<file path="src/hw/rtl/bump_allocator_with_address_translation_unit_defines.svh">
// Assertion helpers shared by the allocator RTL.
`ifndef BUMP_ALLOCATOR_WITH_ADDRESS_TRANSLATION_UNIT_DEFINES_SVH
`define BUMP_ALLOCATOR_WITH_ADDRESS_TRANSLATION_UNIT_DEFINES_SVH

`ifndef ASSERT_OFF
// clocked check, disabled while reset is high
`define BAT_ASSERT(lbl, clk, rst, prop) \
   lbl: assert property (@(posedge clk) disable iff (rst) prop) \
      else $error("%m: assertion failed");
// clocked check that also holds through reset
`define BAT_ASSERT_ALWAYS(lbl, clk, prop) \
   lbl: assert property (@(posedge clk) prop) \
      else $error("%m: assertion failed");
`else
`define BAT_ASSERT(lbl, clk, rst, prop)
`define BAT_ASSERT_ALWAYS(lbl, clk, prop)
`endif

`endif

</file>
<file path="src/hw/rtl/bat_pkg.sv">
package bat_pkg;

   // operation codes on the request channel
   typedef enum logic [1:0] {
      OP_ALLOC = 2'd0,
      OP_V2P   = 2'd1,
      OP_P2V   = 2'd2,
      OP_FREE  = 2'd3
   } op_type;

   // register indexes on the csr port
   typedef enum logic [1:0] {
      CSR_PRESENT   = 2'd0,
      CSR_VIRT_BASE = 2'd1,
      CSR_PHYS_BASE = 2'd2,
      CSR_BYTES     = 2'd3
   } csr_index_type;

   localparam int unsigned ADDR_W  = 32;
   localparam int unsigned SIZE_W  = 25;
   localparam int unsigned ALIGN_W = 16;

   typedef struct packed {
      logic              present;
      logic [ADDR_W-1:0] virt_base;
      logic [ADDR_W-1:0] phys_base;
      logic [SIZE_W-1:0] bytes;
   } region_cfg_type;

   typedef struct packed {
      op_type             op;
      logic [ADDR_W-1:0]  address;
      logic [ALIGN_W-1:0] align_req;
      logic [SIZE_W-1:0]  request_bytes;
   } req_type;

   typedef struct packed {
      logic [ADDR_W-1:0] result_address;
      logic              ok;
   } rsp_type;

endpackage

</file>
<file path="src/hw/rtl/bat_if.sv">
// Request channel: one operation per transfer.
interface bat_req_if import bat_pkg::*; ();
   logic               valid;
   logic               ready;
   op_type             op;
   logic [ADDR_W-1:0]  address;
   logic [ALIGN_W-1:0] align_req;
   logic [SIZE_W-1:0]  request_bytes;

   modport source (output valid, op, address, align_req, request_bytes, input ready);
   modport sink   (input valid, op, address, align_req, request_bytes, output ready);
endinterface

// Response channel: one result per transfer.
interface bat_rsp_if import bat_pkg::*; ();
   logic              valid;
   logic              ready;
   logic [ADDR_W-1:0] result_address;
   logic              ok;

   modport source (output valid, result_address, ok, input ready);
   modport sink   (input valid, result_address, ok, output ready);
endinterface

</file>
<file path="src/hw/rtl/bat_csr.sv">
module bat_csr import bat_pkg::*; (
   input  logic                clock,
   input  logic                reset,
   input  logic                csr_we,
   input  csr_index_type       csr_index,
   input  logic [ADDR_W-1:0]   csr_wdata,
   output region_cfg_type      cfg
);

   region_cfg_type cfg_ff;
   region_cfg_type cfg_in;

   // register write decode
   always_comb begin
      cfg_in = cfg_ff;
      if (csr_we) begin
         unique case (csr_index)
            CSR_PRESENT:   cfg_in.present   = csr_wdata[0];
            CSR_VIRT_BASE: cfg_in.virt_base = csr_wdata;
            CSR_PHYS_BASE: cfg_in.phys_base = csr_wdata;
            CSR_BYTES:     cfg_in.bytes     = csr_wdata[SIZE_W-1:0];
            default:       cfg_in = cfg_ff;
         endcase
      end
   end

   always_ff @(posedge clock) begin
      if (reset) begin
         cfg_ff <= '0;
      end else begin
         cfg_ff <= cfg_in;
      end
   end

   assign cfg = cfg_ff;

endmodule

</file>
<file path="src/hw/rtl/bat_alloc.sv">
`include "bump_allocator_with_address_translation_unit_defines.svh"

module bat_alloc import bat_pkg::*; (
   input  logic           clock,
   input  logic           reset,
   input  logic           fire,
   input  req_type        req,
   input  region_cfg_type cfg,
   output rsp_type        rsp
);

   localparam logic [ADDR_W-1:0] BANK_START_MASK = 32'hFFC0_0000;
   localparam int unsigned       MASK_W          = 10;

   logic [ADDR_W-1:0] used_offset_ff;
   logic [ADDR_W-1:0] used_offset_in;

   logic [MASK_W-1:0] smear;
   logic [MASK_W-1:0] align_mask;
   logic [ADDR_W-1:0] mask32;
   logic [ADDR_W-1:0] used_round;
   logic [ADDR_W-1:0] bytes32;
   logic [ADDR_W-1:0] size32;
   logic              fits;
   logic [ADDR_W-1:0] lo_used;
   logic [ADDR_W-1:0] lo_end;
   logic              crosses;
   logic [ADDR_W-1:0] va_start;
   logic [ADDR_W-1:0] va_end;
   logic [ADDR_W-1:0] bank_start;

   // alignment clamp: largest power of two not above the request, 1..1024
   always_comb begin
      smear = req.align_req[MASK_W-1:0];
      smear = smear | (smear >> 1);
      smear = smear | (smear >> 2);
      smear = smear | (smear >> 4);
      smear = smear | (smear >> 8);
      if (|req.align_req[ALIGN_W-1:MASK_W]) begin
         align_mask = '1;
      end else begin
         align_mask = smear >> 1;
      end
   end

   // round offset up, fit test against the region size
   assign mask32     = {{(ADDR_W-MASK_W){1'b0}}, align_mask};
   assign used_round = (used_offset_ff + mask32) & ~mask32;
   assign bytes32    = {{(ADDR_W-SIZE_W){1'b0}}, cfg.bytes};
   assign size32     = {{(ADDR_W-SIZE_W){1'b0}}, req.request_bytes};
   assign fits       = (used_round <= bytes32) && ((bytes32 - used_round) >= size32);

   // 4 MB bank crossing on the low 24 bits of the virtual address
   assign lo_used    = {8'h00, cfg.virt_base[23:0]} + used_round;
   assign lo_end     = lo_used + size32;
   assign crosses    = lo_used[24:22] != lo_end[24:22];
   assign va_start   = cfg.virt_base + used_round;
   assign va_end     = va_start + size32;
   assign bank_start = va_end & BANK_START_MASK;

   // response and next offset
   always_comb begin
      used_offset_in     = used_offset_ff;
      rsp.result_address = '0;
      rsp.ok             = 1'b0;
      if (req.op == OP_FREE) begin
         used_offset_in = '0;
         rsp.ok         = 1'b1;
      end else if (cfg.present) begin
         used_offset_in = used_round;
         if (fits) begin
            rsp.ok = 1'b1;
            if (crosses) begin
               rsp.result_address = bank_start;
               used_offset_in     = size32 + (bank_start - cfg.virt_base);
            end else begin
               rsp.result_address = va_start;
               used_offset_in     = used_round + size32;
            end
         end
      end
   end

   // bump pointer, updated only for alloc and free
   always_ff @(posedge clock) begin
      if (reset) begin
         used_offset_ff <= '0;
      end else if (fire && (req.op == OP_ALLOC || req.op == OP_FREE)) begin
         used_offset_ff <= used_offset_in;
      end
   end

   `BAT_ASSERT(a_free_clears, clock, reset, fire && req.op == OP_FREE |=> used_offset_ff == '0)
   `BAT_ASSERT(a_absent_holds, clock, reset, fire && req.op == OP_ALLOC && !cfg.present |=> $stable(used_offset_ff))
   `BAT_ASSERT(a_idle_holds, clock, reset, !fire |=> $stable(used_offset_ff))

endmodule

</file>
<file path="src/hw/rtl/bat_xlate.sv">
module bat_xlate import bat_pkg::*; (
   input  req_type        req,
   input  region_cfg_type cfg,
   output rsp_type        rsp
);

   localparam logic [ADDR_W-1:0] SEG_ADDR_MASK   = 32'h1FFF_FFFF;
   localparam logic [3:0]        SEG_MAPPED_BITS = 4'hB;

   logic [ADDR_W-1:0] bytes32;
   logic [ADDR_W-1:0] virt_end;
   logic [ADDR_W-1:0] phys_end;
   logic              in_virt;
   logic              in_phys;
   logic              seg_mapped;

   // region windows; an end that wraps past 2^32 matches nothing
   assign bytes32    = {{(ADDR_W-SIZE_W){1'b0}}, cfg.bytes};
   assign virt_end   = cfg.virt_base + bytes32;
   assign phys_end   = cfg.phys_base + bytes32;
   assign in_virt    = cfg.present && (req.address >= cfg.virt_base) && (req.address < virt_end);
   assign in_phys    = cfg.present && (req.address >= cfg.phys_base) && (req.address < phys_end);
   assign seg_mapped = |(req.address[31:28] & SEG_MAPPED_BITS);

   always_comb begin
      rsp.result_address = '0;
      rsp.ok             = 1'b0;
      if (req.op == OP_V2P) begin
         if (in_virt) begin
            rsp.result_address = cfg.phys_base + (req.address - cfg.virt_base);
            rsp.ok             = 1'b1;
         end else if (seg_mapped) begin
            // unmapped kernel segment fallback
            rsp.result_address = req.address & SEG_ADDR_MASK;
            rsp.ok             = 1'b1;
         end else begin
            rsp.result_address = '1;
         end
      end else if (in_phys) begin
         rsp.result_address = cfg.virt_base + (req.address - cfg.phys_base);
         rsp.ok             = 1'b1;
      end
   end

endmodule

</file>
<file path="src/hw/rtl/bump_allocator_with_address_translation_unit.sv">
// Bump-pointer allocator over one reserved region with virtual/physical
// address translation. Each request (allocate, virt->phys, phys->virt, free
// all) yields exactly one response. A request is registered on transfer and
// its response is registered in the output stage once that stage is empty or
// draining; one request is taken every cycle while the response side does not
// stall, since the allocate path reads and updates the offset register in the
// same cycle. The user must write region registers through the csr port only
// while no request is in flight; the block itself does not enforce this.
`include "bump_allocator_with_address_translation_unit_defines.svh"

module bump_allocator_with_address_translation_unit import bat_pkg::*; (
   input  logic                 clock,
   input  logic                 reset,
   bat_req_if.sink              req_if,
   bat_rsp_if.source            rsp_if,
   input  logic                 csr_we,
   input  csr_index_type        csr_index,
   input  logic [ADDR_W-1:0]    csr_wdata
);

   region_cfg_type cfg;

   logic    in_valid_ff;
   req_type in_data_ff;
   logic    out_valid_ff;
   rsp_type out_data_ff;
   rsp_type out_data_in;
   rsp_type alloc_rsp;
   rsp_type xlate_rsp;
   logic    advance;
   logic    req_take;

   bat_csr u_csr (
      .clock     (clock),
      .reset     (reset),
      .csr_we    (csr_we),
      .csr_index (csr_index),
      .csr_wdata (csr_wdata),
      .cfg       (cfg)
   );

   bat_alloc u_alloc (
      .clock (clock),
      .reset (reset),
      .fire  (advance),
      .req   (in_data_ff),
      .cfg   (cfg),
      .rsp   (alloc_rsp)
   );

   bat_xlate u_xlate (
      .req (in_data_ff),
      .cfg (cfg),
      .rsp (xlate_rsp)
   );

   // stage handshake: input stage drains into the response register
   assign advance      = in_valid_ff && (!out_valid_ff || rsp_if.ready);
   assign req_if.ready = !in_valid_ff || advance;
   assign req_take     = req_if.valid && req_if.ready;

   // response select
   always_comb begin
      case (in_data_ff.op) inside
         OP_ALLOC, OP_FREE: out_data_in = alloc_rsp;
         default:           out_data_in = xlate_rsp;
      endcase
   end

   always_ff @(posedge clock) begin
      if (reset) begin
         in_valid_ff  <= 1'b0;
         out_valid_ff <= 1'b0;
      end else begin
         if (req_take) begin
            in_valid_ff <= 1'b1;
         end else if (advance) begin
            in_valid_ff <= 1'b0;
         end
         if (advance) begin
            out_valid_ff <= 1'b1;
         end else if (rsp_if.ready) begin
            out_valid_ff <= 1'b0;
         end
      end
   end

   always_ff @(posedge clock) begin
      if (req_take) begin
         in_data_ff <= '{op:            req_if.op,
                         address:       req_if.address,
                         align_req:     req_if.align_req,
                         request_bytes: req_if.request_bytes};
      end
      if (advance) begin
         out_data_ff <= out_data_in;
      end
   end

   assign rsp_if.valid          = out_valid_ff;
   assign rsp_if.result_address = out_data_ff.result_address;
   assign rsp_if.ok             = out_data_ff.ok;

   `BAT_ASSERT(a_take_fills, clock, reset, req_take |=> in_valid_ff)
   `BAT_ASSERT(a_fail_value, clock, reset, out_valid_ff && !out_data_ff.ok |-> out_data_ff.result_address == '0 || out_data_ff.result_address == '1)
   `BAT_ASSERT_ALWAYS(a_reset_empty, clock, reset |=> !in_valid_ff && !out_valid_ff)

endmodule

</file>
<file path="src/flat_wrapper.sv">
// flat-port wrapper written by rule: the top's interface ports become plain ports
module bump_allocator_with_address_translation_unit_flat import bat_pkg::*;
  (clock, reset, csr_we, csr_index, csr_wdata, req_if_valid, req_if_op, req_if_address, req_if_align_req, req_if_request_bytes, req_if_ready, rsp_if_valid, rsp_if_result_address, rsp_if_ok, rsp_if_ready);
  bat_req_if req_if_i ();
  bat_rsp_if rsp_if_i ();
  input  logic clock;
  input  logic reset;
  input  logic csr_we;
  input  csr_index_type csr_index;
  input  logic [ADDR_W-1:0] csr_wdata;
  input wire logic [$bits(req_if_i.valid)-1:0] req_if_valid;
  input wire logic [$bits(req_if_i.op)-1:0] req_if_op;
  input wire logic [$bits(req_if_i.address)-1:0] req_if_address;
  input wire logic [$bits(req_if_i.align_req)-1:0] req_if_align_req;
  input wire logic [$bits(req_if_i.request_bytes)-1:0] req_if_request_bytes;
  output wire logic [$bits(req_if_i.ready)-1:0] req_if_ready;
  output wire logic [$bits(rsp_if_i.valid)-1:0] rsp_if_valid;
  output wire logic [$bits(rsp_if_i.result_address)-1:0] rsp_if_result_address;
  output wire logic [$bits(rsp_if_i.ok)-1:0] rsp_if_ok;
  input wire logic [$bits(rsp_if_i.ready)-1:0] rsp_if_ready;
  assign req_if_i.valid = req_if_valid;
  assign req_if_i.op = req_if_op;
  assign req_if_i.address = req_if_address;
  assign req_if_i.align_req = req_if_align_req;
  assign req_if_i.request_bytes = req_if_request_bytes;
  assign req_if_ready = req_if_i.ready;
  assign rsp_if_valid = rsp_if_i.valid;
  assign rsp_if_result_address = rsp_if_i.result_address;
  assign rsp_if_ok = rsp_if_i.ok;
  assign rsp_if_i.ready = rsp_if_ready;
  bump_allocator_with_address_translation_unit u_core (.clock(clock), .reset(reset), .req_if(req_if_i), .rsp_if(rsp_if_i), .csr_we(csr_we), .csr_index(csr_index), .csr_wdata(csr_wdata));
endmodule
</file>
<file path="config.mk">
export PLATFORM = sky130hd
export DESIGN_NAME = bump_allocator_with_address_translation_unit_flat
export DESIGN_NICKNAME = d
export VERILOG_FILES = /design/src/hw/rtl/bat_pkg.sv /design/src/hw/rtl/bat_if.sv /design/src/hw/rtl/bat_csr.sv /design/src/hw/rtl/bat_alloc.sv /design/src/hw/rtl/bat_xlate.sv /design/src/hw/rtl/bump_allocator_with_address_translation_unit.sv /design/src/flat_wrapper.sv
export VERILOG_INCLUDE_DIRS = /design/src /design/src/hw/rtl
export SDC_FILE = /design/constraint.sdc
export NUM_CORES = 1
export LEC_CHECK = 0
export BUFFER_PORTS_ARGS = -buffer_cell sky130_fd_sc_hd__buf_4
export CAP_MARGIN = 10
export CORE_ASPECT_RATIO = 0.8
export CORE_UTILIZATION = 45
export CTS_BUF_LIST = sky130_fd_sc_hd__clkbuf_16
export DETAILED_ROUTE_END_ITERATION = 8
export SLEW_MARGIN = 20
export SYNTH_ARGS = -nofsm -noshare
export SYNTH_HDL_FRONTEND = slang
export SYNTH_SLANG_ARGS = --single-unit
</file>
<file path="constraint.sdc">
create_clock -name clock -period 10.2 [get_ports clock]
set_input_delay 1.02 -clock clock [delete_from_list [all_inputs] [get_ports clock]]
set_output_delay 1.02 -clock clock [all_outputs]
set_load 0.1 [all_outputs]
</file>
Word-level counts from Yosys, hierarchy flattened --
Cells that the tools add are included.
Word-level totals: memories kept 0, bits of input ports 114, flip-flop bits (word level) 232, memory bits (read-only) 0, bits in writable memories 0, output and inout bits 35, bits in latches 0, logic and storage cells 92
Operators by class: bitwise logic cells 6, reduce and logical (&&, ||, !) cells 26, $lt $le $gt $ge 6, shift operators 0, $mul 0, divide/modulo/power cells 0, muxes and demuxes 20, equal/unequal tests 6, add/sub/neg operators 15
Operators with widths (number):
- 2-to-1 mux 32 bit | 7
- 2-to-1 mux 33 bit | 6
- adder 32 x 25 -> 32 bit | 4
- adder 32 bit | 3
- subtractor 32 bit | 3
- greater-or-equal comparator 32 bit | 2
- < comparator 32 bit | 2
- adder 25 x 32 -> 32 bit | 1
- adder 32 x 10 -> 32 bit | 1
- AND 32 bit | 1
- greater-or-equal comparator 32 x 25 -> 1 bit | 1
- less-or-equal comparator 32 x 25 -> 1 bit | 1
- inverter 10 -> 32 bit | 1
- subtractor 25 x 32 -> 32 bit | 1
- adder 24 x 25 -> 25 bit | 1
- adder 25 bit | 1
- 2-to-1 mux 10 bit | 1
- bitwise OR 10 x 2 -> 10 bit | 1
- bitwise OR 10 x 6 -> 10 bit | 1
- bitwise OR 10 x 8 -> 10 bit | 1
- bitwise OR 10 x 9 -> 10 bit | 1
- AND reduction 2 bit | 5
- logical AND 1 bit | 8
- equality test 2 bit (second input constant) | 3
- other kinds (10) | 22

Depth between registers and ports, before layout --
Gate-level depths: netlist of run 1.
depth after elaboration 15, depth in mapped cells 47, depth with buffers taken out 47

Cells and area by module --
From an unflattened synthesis of run 1, not the netlist that was laid out.
Unflattened totals: cell total of the unflattened synthesis 3421, area total of the unflattened synthesis 28954.0 µm²
By module, submodules not included:
- bat_xlate | cells an instance 1436, area an instance 10891.7 µm², times used 1
- bat_alloc | cells an instance 1499, area an instance 10632.7 µm², times used 1
- bump_allocator_with_address_translation_unit | cells an instance 155, area an instance 3748.6 µm², times used 1
- bat_csr | cells an instance 331, area an instance 3681.0 µm², times used 1

Least setup slack after synthesis of run 1 --
Ideal clock, no wire load.
kind register to register, start point register u_core.in_data_ff[36] (netlist name), end point register u_core.u_alloc.used_offset_ff[30], setup slack 1.358 ns, arrival 8.720 ns, stages on the path, launching flop included 44, period minus slack after synthesis 8.842 ns, setup time 0.122 ns, buffers on the path 0, required time 10.078 ns, cell sequence edfxtp_1 -> or4_4 -> or3_1 -> or3_1 -> or2_2 -> ha_1 -> nand3_1 -> o32a_2 -> nand2_2 -> nand3_1 -> inv_1 -> nand3_1 -> nor2_1 -> xnor2_1 -> inv_1 -> ha_1 -> nand3_1 -> nor3_1 -> (+8 left out) -> a311oi_1 -> a21boi_0 -> o21ai_0 -> nand2_1 -> a31o_2 -> xor2_1 -> fa_1 -> ha_1 -> nand4_1 -> inv_1 -> and4_1 -> a22oi_1 -> a31oi_1 -> nand2b_1 -> nand2_1 -> a21oi_1 -> xnor2_1 -> a221o_1
On the way: longest elaborated chain between the ends 12
Ends and longest elaborated chain:
- from (decl) | line bump_allocator_with_address_translation_unit.sv:24 | req_type in_data_ff;
- from (signal assigned) | line bump_allocator_with_address_translation_unit.sv:90 | in_data_ff <= '{op: req_if.op,
- OR reduction 6 bit * | line bat_alloc.sv:39 | if (|req.align_req[ALIGN_W-1:MASK_W]) begin
- 2-to-1 mux 10 bit * | line bat_alloc.sv:39
- adder 32 x 10 -> 32 bit or inverter 10 -> 32 bit (tied branches) | line bat_alloc.sv:48 | assign used_round = (used_offset_ff + mask32) & ~mask32;
- AND 32 bit * | line bat_alloc.sv:48
- adder 32 bit | line bat_alloc.sv:57 | assign va_start = cfg.virt_base + used_round;
- adder 32 x 25 -> 32 bit | line bat_alloc.sv:58 | assign va_end = va_start + size32;
- subtractor 32 bit | line bat_alloc.sv:75 | used_offset_in = size32 + (bank_start - cfg.virt_base);
- adder 25 x 32 -> 32 bit | line bat_alloc.sv:75
- 2-to-1 mux 32 bit | line bat_alloc.sv:73 | if (crosses) begin
- 2-to-1 mux 32 bit * | line bat_alloc.sv:71 | if (fits) begin
- 2-to-1 mux 32 bit * | line bat_alloc.sv:69 | end else if (cfg.present) begin
- 2-to-1 mux 32 bit * | line bat_alloc.sv:66 | if (req.op == OP_FREE) begin
- to (signal assigned) | line bat_alloc.sv:89 | used_offset_ff <= used_offset_in;
- to (decl) | line bat_alloc.sv:15 | logic [ADDR_W-1:0] used_offset_ff;
Mark *: on every way between the ends. The rest lies on a longest branch, timed or not. The select of a mux whose other input is x is not followed. A chain may end at the register's enable or synchronous reset.

Final worst setup path of run 1 --
start point register u_core.in_data_ff[36] (netlist name), end point register u_core.u_alloc.used_offset_ff[31]
Same word-level chain as after synthesis.

==> impl_summary.log, run 1 <==
INFO  metric postRouteWirelength = 93400 um
INFO  metric drt_first_iter_violations = 2489
INFO  metric synthDominantAreaCellType = sky130_fd_sc_hd__ha_1
INFO  metric synth_area = 27220 sq um
INFO  metric cpMostUsedCell = sky130_fd_sc_hd__a21oi_1
INFO  metric p_clk_frac = 0.282
INFO  metric slew_viol_final = 0
INFO  metric routed_via_density = 5.964
INFO  metric synthesis.yosys.warnings = 0
INFO  metric worst_path_dominant_cell_family = simple AND/OR/NAND/NOR gates
INFO  metric irDropWorstVdd = 128.2 uV
INFO  metric min-delay-path-class = register to register
INFO  metric static-leakage-power = 0.01355 uW
INFO  metric place_congestion = 1.008
INFO  metric final_common_cell = sky130_fd_sc_hd__ha_1
INFO  metric synth-edff-count = 107
INFO  metric clk_root_buffer_cell = sky130_fd_sc_hd__clkbuf_16
INFO  metric fin_clk_skew = 14.52 ps
INFO  metric die_outline_area = 61490 sq um
INFO  metric p_seq_frac = 0.303
INFO  metric proportion_of_synthesized_chip_area_in_sequential_cells = 0.2092
INFO  metric initial_core_util = 0.4563
INFO  metric final-setup-viol-count = 0
INFO  metric setup.worst_path.end = u_core.u_alloc.used_offset_ff[31]
INFO  metric cp_data_arrival_time = 10280 ps
INFO  metric die_x = 277.0 um
INFO  metric grt_first_pass_wirelength = 141100 um
INFO  metric synth_seq_cells = 231
INFO  metric fp-row-count = 80
INFO  metric die_h = 222.0 um
INFO  metric yosysTopAreaCellShare = 0.2032
INFO  metric reg2reg_launch_point = u_core.in_data_ff[36]
INFO  metric async_flop_share = 0
INFO  metric total_number_of_vias = 25150
INFO  metric grt_overflow = 0
INFO  metric clock_pin_slew_on_the_worst_setup_and_hold_paths = 60 ps
INFO  metric power_switching = 1419 uW
INFO  metric drc_violations = 0
INFO  metric cp-startpoint = u_core.in_data_ff[36]
INFO  metric fin_crit = 9786 ps
INFO  metric post_cts_buffers = 0
INFO  metric yosys_most_used_dff = sky130_fd_sc_hd__dfxtp_1
INFO  metric fin_setup_tns = 0 ps
INFO  metric place_hpwl = 77230 um
INFO  metric tightestPinTransition = 1060 ps
INFO  metric largest_net_degree_at_the_start_of_global_routing = 76
INFO  metric timing_worst_setup_path_type = register to register
INFO  metric cp_slowest_stage_delay = 580 ps
INFO  metric critical_path.n_buffers_inverters = 3
INFO  metric io_pins = 149
INFO  metric tritoncts_num_sinks = 231
INFO  metric number_of_optimization_iterations_in_the_first_detailed_route_pass = 8
INFO  metric max_freq = 102.2 MHz
INFO  metric fin_total_pwr = 3591 uW
INFO  metric cts_inserted_buffers = 28
INFO  metric synth.distinct_cells = 94
INFO  metric critical_path_depth = 41
INFO  metric period_utilization_post_route = 0.9594
INFO  metric rsz0062_at_grt = true
INFO  metric r2r_endpoint = u_core.u_alloc.used_offset_ff[31]
INFO  metric tritoncts = built
INFO  metric average_wire_length_per_cell_after_detail_routing = 22.15 um
INFO  metric cell_with_the_largest_stage_delay_on_the_worst_path = sky130_fd_sc_hd__or4_4
INFO  metric power.density = 118.6 nW/um^2
INFO  metric number_of_global_route_vias_before_repair = 24180
INFO  metric reg2reg_depth = 41
INFO  metric core_area = 59660 sq um
INFO  metric finalNetCount = 4043
INFO  metric p_sw_frac = 0.3950
INFO  metric comb_power_share = 0.415
INFO  metric global_route.usage.total = 0.2972
INFO  metric internal_power = 2173 uW
INFO  metric max_capacitance_violation_count = 0
INFO  metric post_synth.cell_area_avg = 8.289 sq um
INFO  metric hp-start = u_core.u_csr.cfg[56]
INFO  metric final_ant_viol_nets = 0
INFO  metric port-buffer-count = 147
INFO  metric post_synth_main_area_contributors = sky130_fd_sc_hd__ha_1 20%, sky130_fd_sc_hd__edfxtp_1 12%, sky130_fd_sc_hd__dfxtp_1 9.1%
INFO  metric post_route_cells_drive_above_1_share = 0.08440
INFO  metric outcome = finished clean
INFO  metric synth_fp_nets = 3912
INFO  metric timing.critical_path.from_type = register
INFO  metric htree_num_levels = 1
INFO  metric area_growth = 11.21%
INFO  metric r2r_slack = 410 ps
INFO  metric final-hold-violation-count = 0
INFO  metric insertion_delay = 610 ps
INFO  metric max-clock-path-buffers = 3
INFO  metric critPathMaxFanout = 7
INFO  metric slew_headroom = 0.2935
INFO  metric worst_ep_required_time = 10690 ps
INFO  metric netlist_instances = 3284
INFO  metric most-common-layout-cells = 441 x sky130_fd_sc_hd__ha_1, 331 x sky130_fd_sc_hd__nand2_1, 325 x sky130_fd_sc_hd__a21oi_1
INFO  metric antenna_found_initial = 2
INFO  metric end_kind = register
## tightest hold or removal path, stage by stage (launching register included)
cell	delay, ps
sky130_fd_sc_hd__dfxtp_1	310
sky130_fd_sc_hd__nand2_1	60
sky130_fd_sc_hd__a21oi_1	60
## area by class of cell
cell class	instances	area, sq um
timing repair buffer	178	1361
sequential	231	5695
fill	5675	29380
multi-input combinational	2662	20170
inverter	314	1179
clock buffer	31	775.7
tap	779	974.7
antenna	2	5.005
clock inverter	20	116.4
## metal layers
layer,GRT usage,vias to the layer above,routed length (um)
li1,-,12070,-
met1,0.4497,12030,45330
met2,0.4288,950,37250
met3,0.05680,111,8544
met4,0.06918,0,2267
met5,0,-,0
## synth_stat cells (8+ instances only)
master,count
sky130_fd_sc_hd__a211oi_1,45
sky130_fd_sc_hd__a21boi_0,14
sky130_fd_sc_hd__a21o_1,146
sky130_fd_sc_hd__a21oi_1,327
sky130_fd_sc_hd__a22oi_1,12
sky130_fd_sc_hd__a31oi_1,22
sky130_fd_sc_hd__a32oi_1,26
sky130_fd_sc_hd__and2_1,18
sky130_fd_sc_hd__and3_1,29
sky130_fd_sc_hd__and4_1,8
sky130_fd_sc_hd__clkbuf_1,67
sky130_fd_sc_hd__dfxtp_1,124
sky130_fd_sc_hd__edfxtp_1,107
sky130_fd_sc_hd__fa_1,72
sky130_fd_sc_hd__ha_1,442
sky130_fd_sc_hd__inv_1,314
sky130_fd_sc_hd__nand2_1,331
sky130_fd_sc_hd__nand2b_1,41
sky130_fd_sc_hd__nand3_1,70
sky130_fd_sc_hd__nand4_1,41
sky130_fd_sc_hd__nor2_1,174
sky130_fd_sc_hd__nor2b_1,35
sky130_fd_sc_hd__nor3_1,57
sky130_fd_sc_hd__nor4_1,10
sky130_fd_sc_hd__o211ai_1,25
sky130_fd_sc_hd__o21a_1,38
sky130_fd_sc_hd__o21ai_0,138
sky130_fd_sc_hd__o21ai_1,13
sky130_fd_sc_hd__o21bai_1,39
sky130_fd_sc_hd__o2bb2ai_1,24
sky130_fd_sc_hd__o31ai_1,12
sky130_fd_sc_hd__or2_2,15
sky130_fd_sc_hd__or3_1,41
sky130_fd_sc_hd__xnor2_1,158
sky130_fd_sc_hd__xor2_1,100
## kinds of logic after synthesis
logic type | synth area share
AO/OA/AOI/OAI | 0.2344
XOR/XNOR | 0.08480
adder cells (fa/ha/maj) | 0.2561
buffers and inverters | 0.05483
flip-flops | 0.2092
multiplexers | 0.002574
AND/OR/NAND/NOR | 0.1581
## through the flow
| step | instances | cell area [sq um] | worst slack (ps) | hold WS (ps) | utilization |
|---|---|---|---|---|---|
| finish | 4217 | 30280 | 414.3 | 467.7 | 0.5075 |
| global route | 4217 | 30280 | -45.27 | 486.9 | 0.5075 |
| CTS | 4214 | 30160 | 331.7 | 465.7 | 0.5056 |
| detailed placement | 4163 | 29270 | 377.8 | 456.4 | 0.4906 |
| global placement | 4163 | 29270 | 410.6 | 450.8 | 0.4906 |
| floorplan | 3284 | 27220 | 1358 | 430.8 | - |
## power groups by stage
stage	clock network [uW]	registers (uW)	logic [uW]
3_5_place_dp	0	1100	1440
3_3_place_gp	0	1100	1410
6_report	1010	1090	1490
2_1_floorplan	0	1120	1030
4_1_cts	1040	1090	1460
5_1_grt	1060	1090	1630
## state kept, by name (all words and copies together) (netlist names)
name	cells
u_core.u_csr.cfg	90
u_core.in_data_ff	74
u_core.rsp_if.ok	1
u_core.u_alloc.used_offset_ff	32
u_core.in_valid_ff	1
u_core.rsp_if.valid	1
u_core.rsp_if.result_address	32
## repair_timing
| action | 4_1_cts | 5_1_grt |
|---|---|---|
| endpoints found under the setup margin | 0 | 8 |
| hold buffers | 0 | 0 |
| gates resized for setup | 0 | 17 |
## worst min-delay path by stage
| stage | slack [ps] | endpoint | cells past startpoint |
|---|---|---|---|
| floorplan | 430 | u_core.u_alloc.used_offset_ff[5] | 2 |
| global placement | 450 | u_core.u_csr.cfg[56] | 2 |
| detailed placement | 460 | u_core.u_alloc.used_offset_ff[5] | 2 |
| CTS | 470 | u_core.u_csr.cfg[56] | 2 |
| global route | 490 | u_core.u_csr.cfg[56] | 2 |
| finish | 470 | u_core.u_csr.cfg[56] | 2 |
Power figures use the tool's default switching activity.
==> run 2: changes to the inputs <==
--- a/config.mk
+++ b/config.mk
@@ -6,6 +6,7 @@
 export SDC_FILE = /design/constraint.sdc
 export NUM_CORES = 1
 export LEC_CHECK = 0
+export ABC_AREA = 1
 export BUFFER_PORTS_ARGS = -buffer_cell sky130_fd_sc_hd__buf_4
 export CAP_MARGIN = 10
 export CORE_ASPECT_RATIO = 0.8
==> run 2 against run 1 <==
Wire length up 7.9%. Cell count increased by 21%. Critical endpoint is now u_core.u_alloc.used_offset_ff[29]. Core utilization fell by 0.19 points. Flip-flop and latch count unchanged. Combinational power is 33% higher. Highest routed layer unchanged. Largest power group unchanged. Clock power about the same. Setup slack improved by 990 ps. Non-clock buffer count is 14 lower. Largest cell class unchanged.
==> impl_summary.log, run 2 <==
INFO  metric outcome = finished clean
INFO  metric total_number_of_vias = 28040
INFO  metric slew_viol_final = 0
INFO  metric number_of_optimization_iterations_in_the_first_detailed_route_pass = 6
INFO  metric cell_with_the_largest_stage_delay_on_the_worst_path = sky130_fd_sc_hd__fa_1
INFO  metric core_area = 63300 sq um
INFO  metric post-place-cells = 5058
INFO  metric synthDominantAreaCellType = sky130_fd_sc_hd__ha_1
INFO  metric yosys_most_used_dff = sky130_fd_sc_hd__dfxtp_1
INFO  metric max_freq = 113.7 MHz
INFO  metric static-leakage-power = 0.01552 uW
INFO  metric async_flop_share = 0
INFO  metric post_synth_most_frequent_cells = 940 x sky130_fd_sc_hd__nand2_1, 563 x sky130_fd_sc_hd__inv_1, 442 x sky130_fd_sc_hd__ha_1
INFO  metric rsz0062_at_grt = false
INFO  metric die_h = 229.4 um
INFO  metric final_ant_viol_nets = 0
INFO  metric cp_data_arrival_time = 9320 ps
INFO  metric max-clock-path-buffers = 3
INFO  metric layoutNonFillerInstCount = 5112
INFO  metric fin_setup_tns = 0 ps
INFO  metric die_outline_area = 65670 sq um
INFO  metric fin_clk_skew = 14.41 ps
INFO  metric max_capacitance_violation_count = 0
INFO  metric tritoncts = built
INFO  metric drt_first_iter_violations = 2613
INFO  metric fp-row-count = 82
INFO  metric period_utilization_post_route = 0.8622
INFO  metric post_synth_main_area_contributors = sky130_fd_sc_hd__ha_1 19%, sky130_fd_sc_hd__nand2_1 12%, sky130_fd_sc_hd__edfxtp_1 11%
INFO  metric synth_area = 29090 sq um
INFO  metric synth.distinct_cells = 62
INFO  metric placedInstanceArea = 31050 sq um
INFO  metric proportion_of_synthesized_chip_area_in_sequential_cells = 0.1958
INFO  metric netlist_instances = 4130
INFO  metric yosysTopAreaCellShare = 0.1901
INFO  metric worst_ep_required_time = 10720 ps
INFO  metric place_congestion = 0.9526
INFO  metric tightestPinTransition = 1039 ps
INFO  metric post_cts_buffers = 0
INFO  metric min-delay-path-class = register to register
INFO  metric timing.critical_path.from_type = register
INFO  metric power.density = 128.5 nW/um^2
INFO  metric finalNetCount = 4877
INFO  metric critical_path.n_buffers_inverters = 4
INFO  metric place_hpwl = 84160 um
INFO  metric worst_path_dominant_cell_family = simple AND/OR/NAND/NOR gates
INFO  metric fin_total_pwr = 4113 uW
INFO  metric antenna-diode-count = 0
INFO  metric global_route.usage.total = 0.3026
INFO  metric cell_with_the_most_instances_after_synthesis = sky130_fd_sc_hd__nand2_1
INFO  metric htree_num_levels = 1
INFO  metric final-hold-violation-count = 0
INFO  metric post_cts_hold_buffer_count = 0
INFO  metric layout.filler_cells = 6485
INFO  metric cpMostUsedCell = sky130_fd_sc_hd__nand2_1
INFO  metric synth_fp_nets = 4758
INFO  metric grt_overflow = 0
INFO  metric port-buffer-count = 147
INFO  metric largest_register_ff_count = 90
INFO  metric post_synth.cell_area_avg = 7.043 sq um
INFO  metric most-common-layout-cells = 939 x sky130_fd_sc_hd__nand2_1, 567 x sky130_fd_sc_hd__inv_1, 442 x sky130_fd_sc_hd__ha_1
INFO  metric timing_worst_setup_path_type = register to register
INFO  metric finish.utilization = 0.5056
INFO  metric grt_first_pass_wirelength = 152800 um
INFO  metric routed_via_density = 5.484
INFO  metric final-setup-viol-count = 0
INFO  metric largest_net_degree_at_the_start_of_global_routing = 87
INFO  metric postRouteWirelength = 100800 um
INFO  metric io_pins = 149
INFO  metric post_cts.resized_instances = 0
INFO  metric synth_seq_cells = 231
INFO  metric die_x = 286.3 um
INFO  metric average_wire_length_per_cell_after_detail_routing = 19.72 um
INFO  metric final_common_cell = sky130_fd_sc_hd__nand2_1
INFO  metric clock_pin_slew_on_the_worst_setup_and_hold_paths = 60 ps
INFO  metric post_route_cells_drive_above_1_share = 0.06414
INFO  metric slew_headroom = 0.3071
INFO  metric cp_slowest_stage_delay = 480 ps
INFO  metric tritoncts_num_sinks = 231
INFO  metric insertion_delay = 600 ps
INFO  metric cts_inserted_buffers = 29
INFO  metric synthesis.yosys.warnings = 0
INFO  metric synth-edff-count = 107
INFO  metric drc_violations = 0
INFO  metric area_growth = 10.04%
INFO  metric clk_root_buffer_cell = sky130_fd_sc_hd__clkbuf_16
INFO  metric irDropWorstVdd = 118.7 uV
INFO  metric critPathMaxFanout = 6
INFO  metric initial_core_util = 0.4595
INFO  metric fin_crit = 8794 ps
INFO  metric end_kind = register
INFO  metric antenna_found_initial = 1
INFO  metric finalInstanceArea = 32010 sq um
INFO  metric number_of_global_route_vias_before_repair = 25550
run 2: cell count changes in the layout (fill, tap and decap cells not counted), moves of 41 or more:
cell	delta
sky130_fd_sc_hd__xnor2_1	-72
sky130_fd_sc_hd__a21o_1	-121
sky130_fd_sc_hd__nand2b_1	-41
sky130_fd_sc_hd__or3_1	-41
sky130_fd_sc_hd__inv_1	+250
sky130_fd_sc_hd__nand2_1	+608
sky130_fd_sc_hd__o21ai_0	+47
sky130_fd_sc_hd__nor2_1	+118
sky130_fd_sc_hd__a21oi_1	+106
sky130_fd_sc_hd__nand3_1	+142
run 2: worst reg2reg max path: cells and delay by family (launching register included):
kind | cells | cell delay (ps)
flip-flops | 1 | 360
AND/OR/NAND/NOR | 17 | 2870
adder cells (fa/ha/maj) | 5 | 1890
AO/OA/AOI/OAI | 12 | 2390
buffers and inverters | 4 | 400
XOR/XNOR | 4 | 820
run 2: kinds of logic (layout without fill, tap and decap cells):
logic type      count (synthesis)  after routing  synth area share
compound gates                864            864            0.1703
xor+xnor                      222            222           0.06710
fa+ha+maj                     514            514            0.2397
buf+inv                       649            791           0.08538
flops                         231            231            0.1958
simple gates                 1650           1650            0.2417
run 2: per-layer routing:
metal	track usage	vias to the layer above	routed length, um
met5	0	-	0
met4	0.07436	0	2594
met3	0.05797	97	8530
met2	0.4385	969	40620
met1	0.4534	12700	49070
li1	-	14270	-
run 2: layout make-up:
class                      count  area (sq um)  area share
multi-input combinational   3250         20930      0.6539
timing repair buffer         164          1235     0.03858
clock inverter                23         166.4    0.005199
clock buffer                  31         775.7     0.02424
tap                          840          1051     0.03284
inverter                     573          2155     0.06731
sequential                   231          5695      0.1779
run 2: path summary, 6_finish.rpt:
check        slack, ps  depth (start not counted)                           endpoint                              from
max               1410                         42  u_core.u_alloc.used_offset_ff[29]             u_core.in_data_ff[36]
min                470                          2   u_core.u_alloc.used_offset_ff[9]  u_core.u_alloc.used_offset_ff[9]
max reg2reg       1410                         42  u_core.u_alloc.used_offset_ff[29]             u_core.in_data_ff[36]
min reg2reg        470                          2   u_core.u_alloc.used_offset_ff[9]  u_core.u_alloc.used_offset_ff[9]
run 2: report_power, final:
| group | switching, uW | internal (uW) | leakage, uW |
|---|---|---|---|
| clock network | 447 | 597 | 0.000495 |
| logic | 1290 | 685 | 0.0130 |
| registers | 67.8 | 1020 | 0.00204 |
| total | 1810 | 2300 | 0.0155 |
run 2: per-stage QoR:
| step | hold slack (ps) | setup slack (ps) |
|---|---|---|
| 6_report | 472.5 | 1406 |
| 3_3_place_gp | 464.5 | 1692 |
| 5_1_grt | 492.0 | 644.4 |
| 4_1_cts | 473.8 | 1553 |
| 2_1_floorplan | 449.7 | 3264 |
| 3_5_place_dp | 464.2 | 1577 |
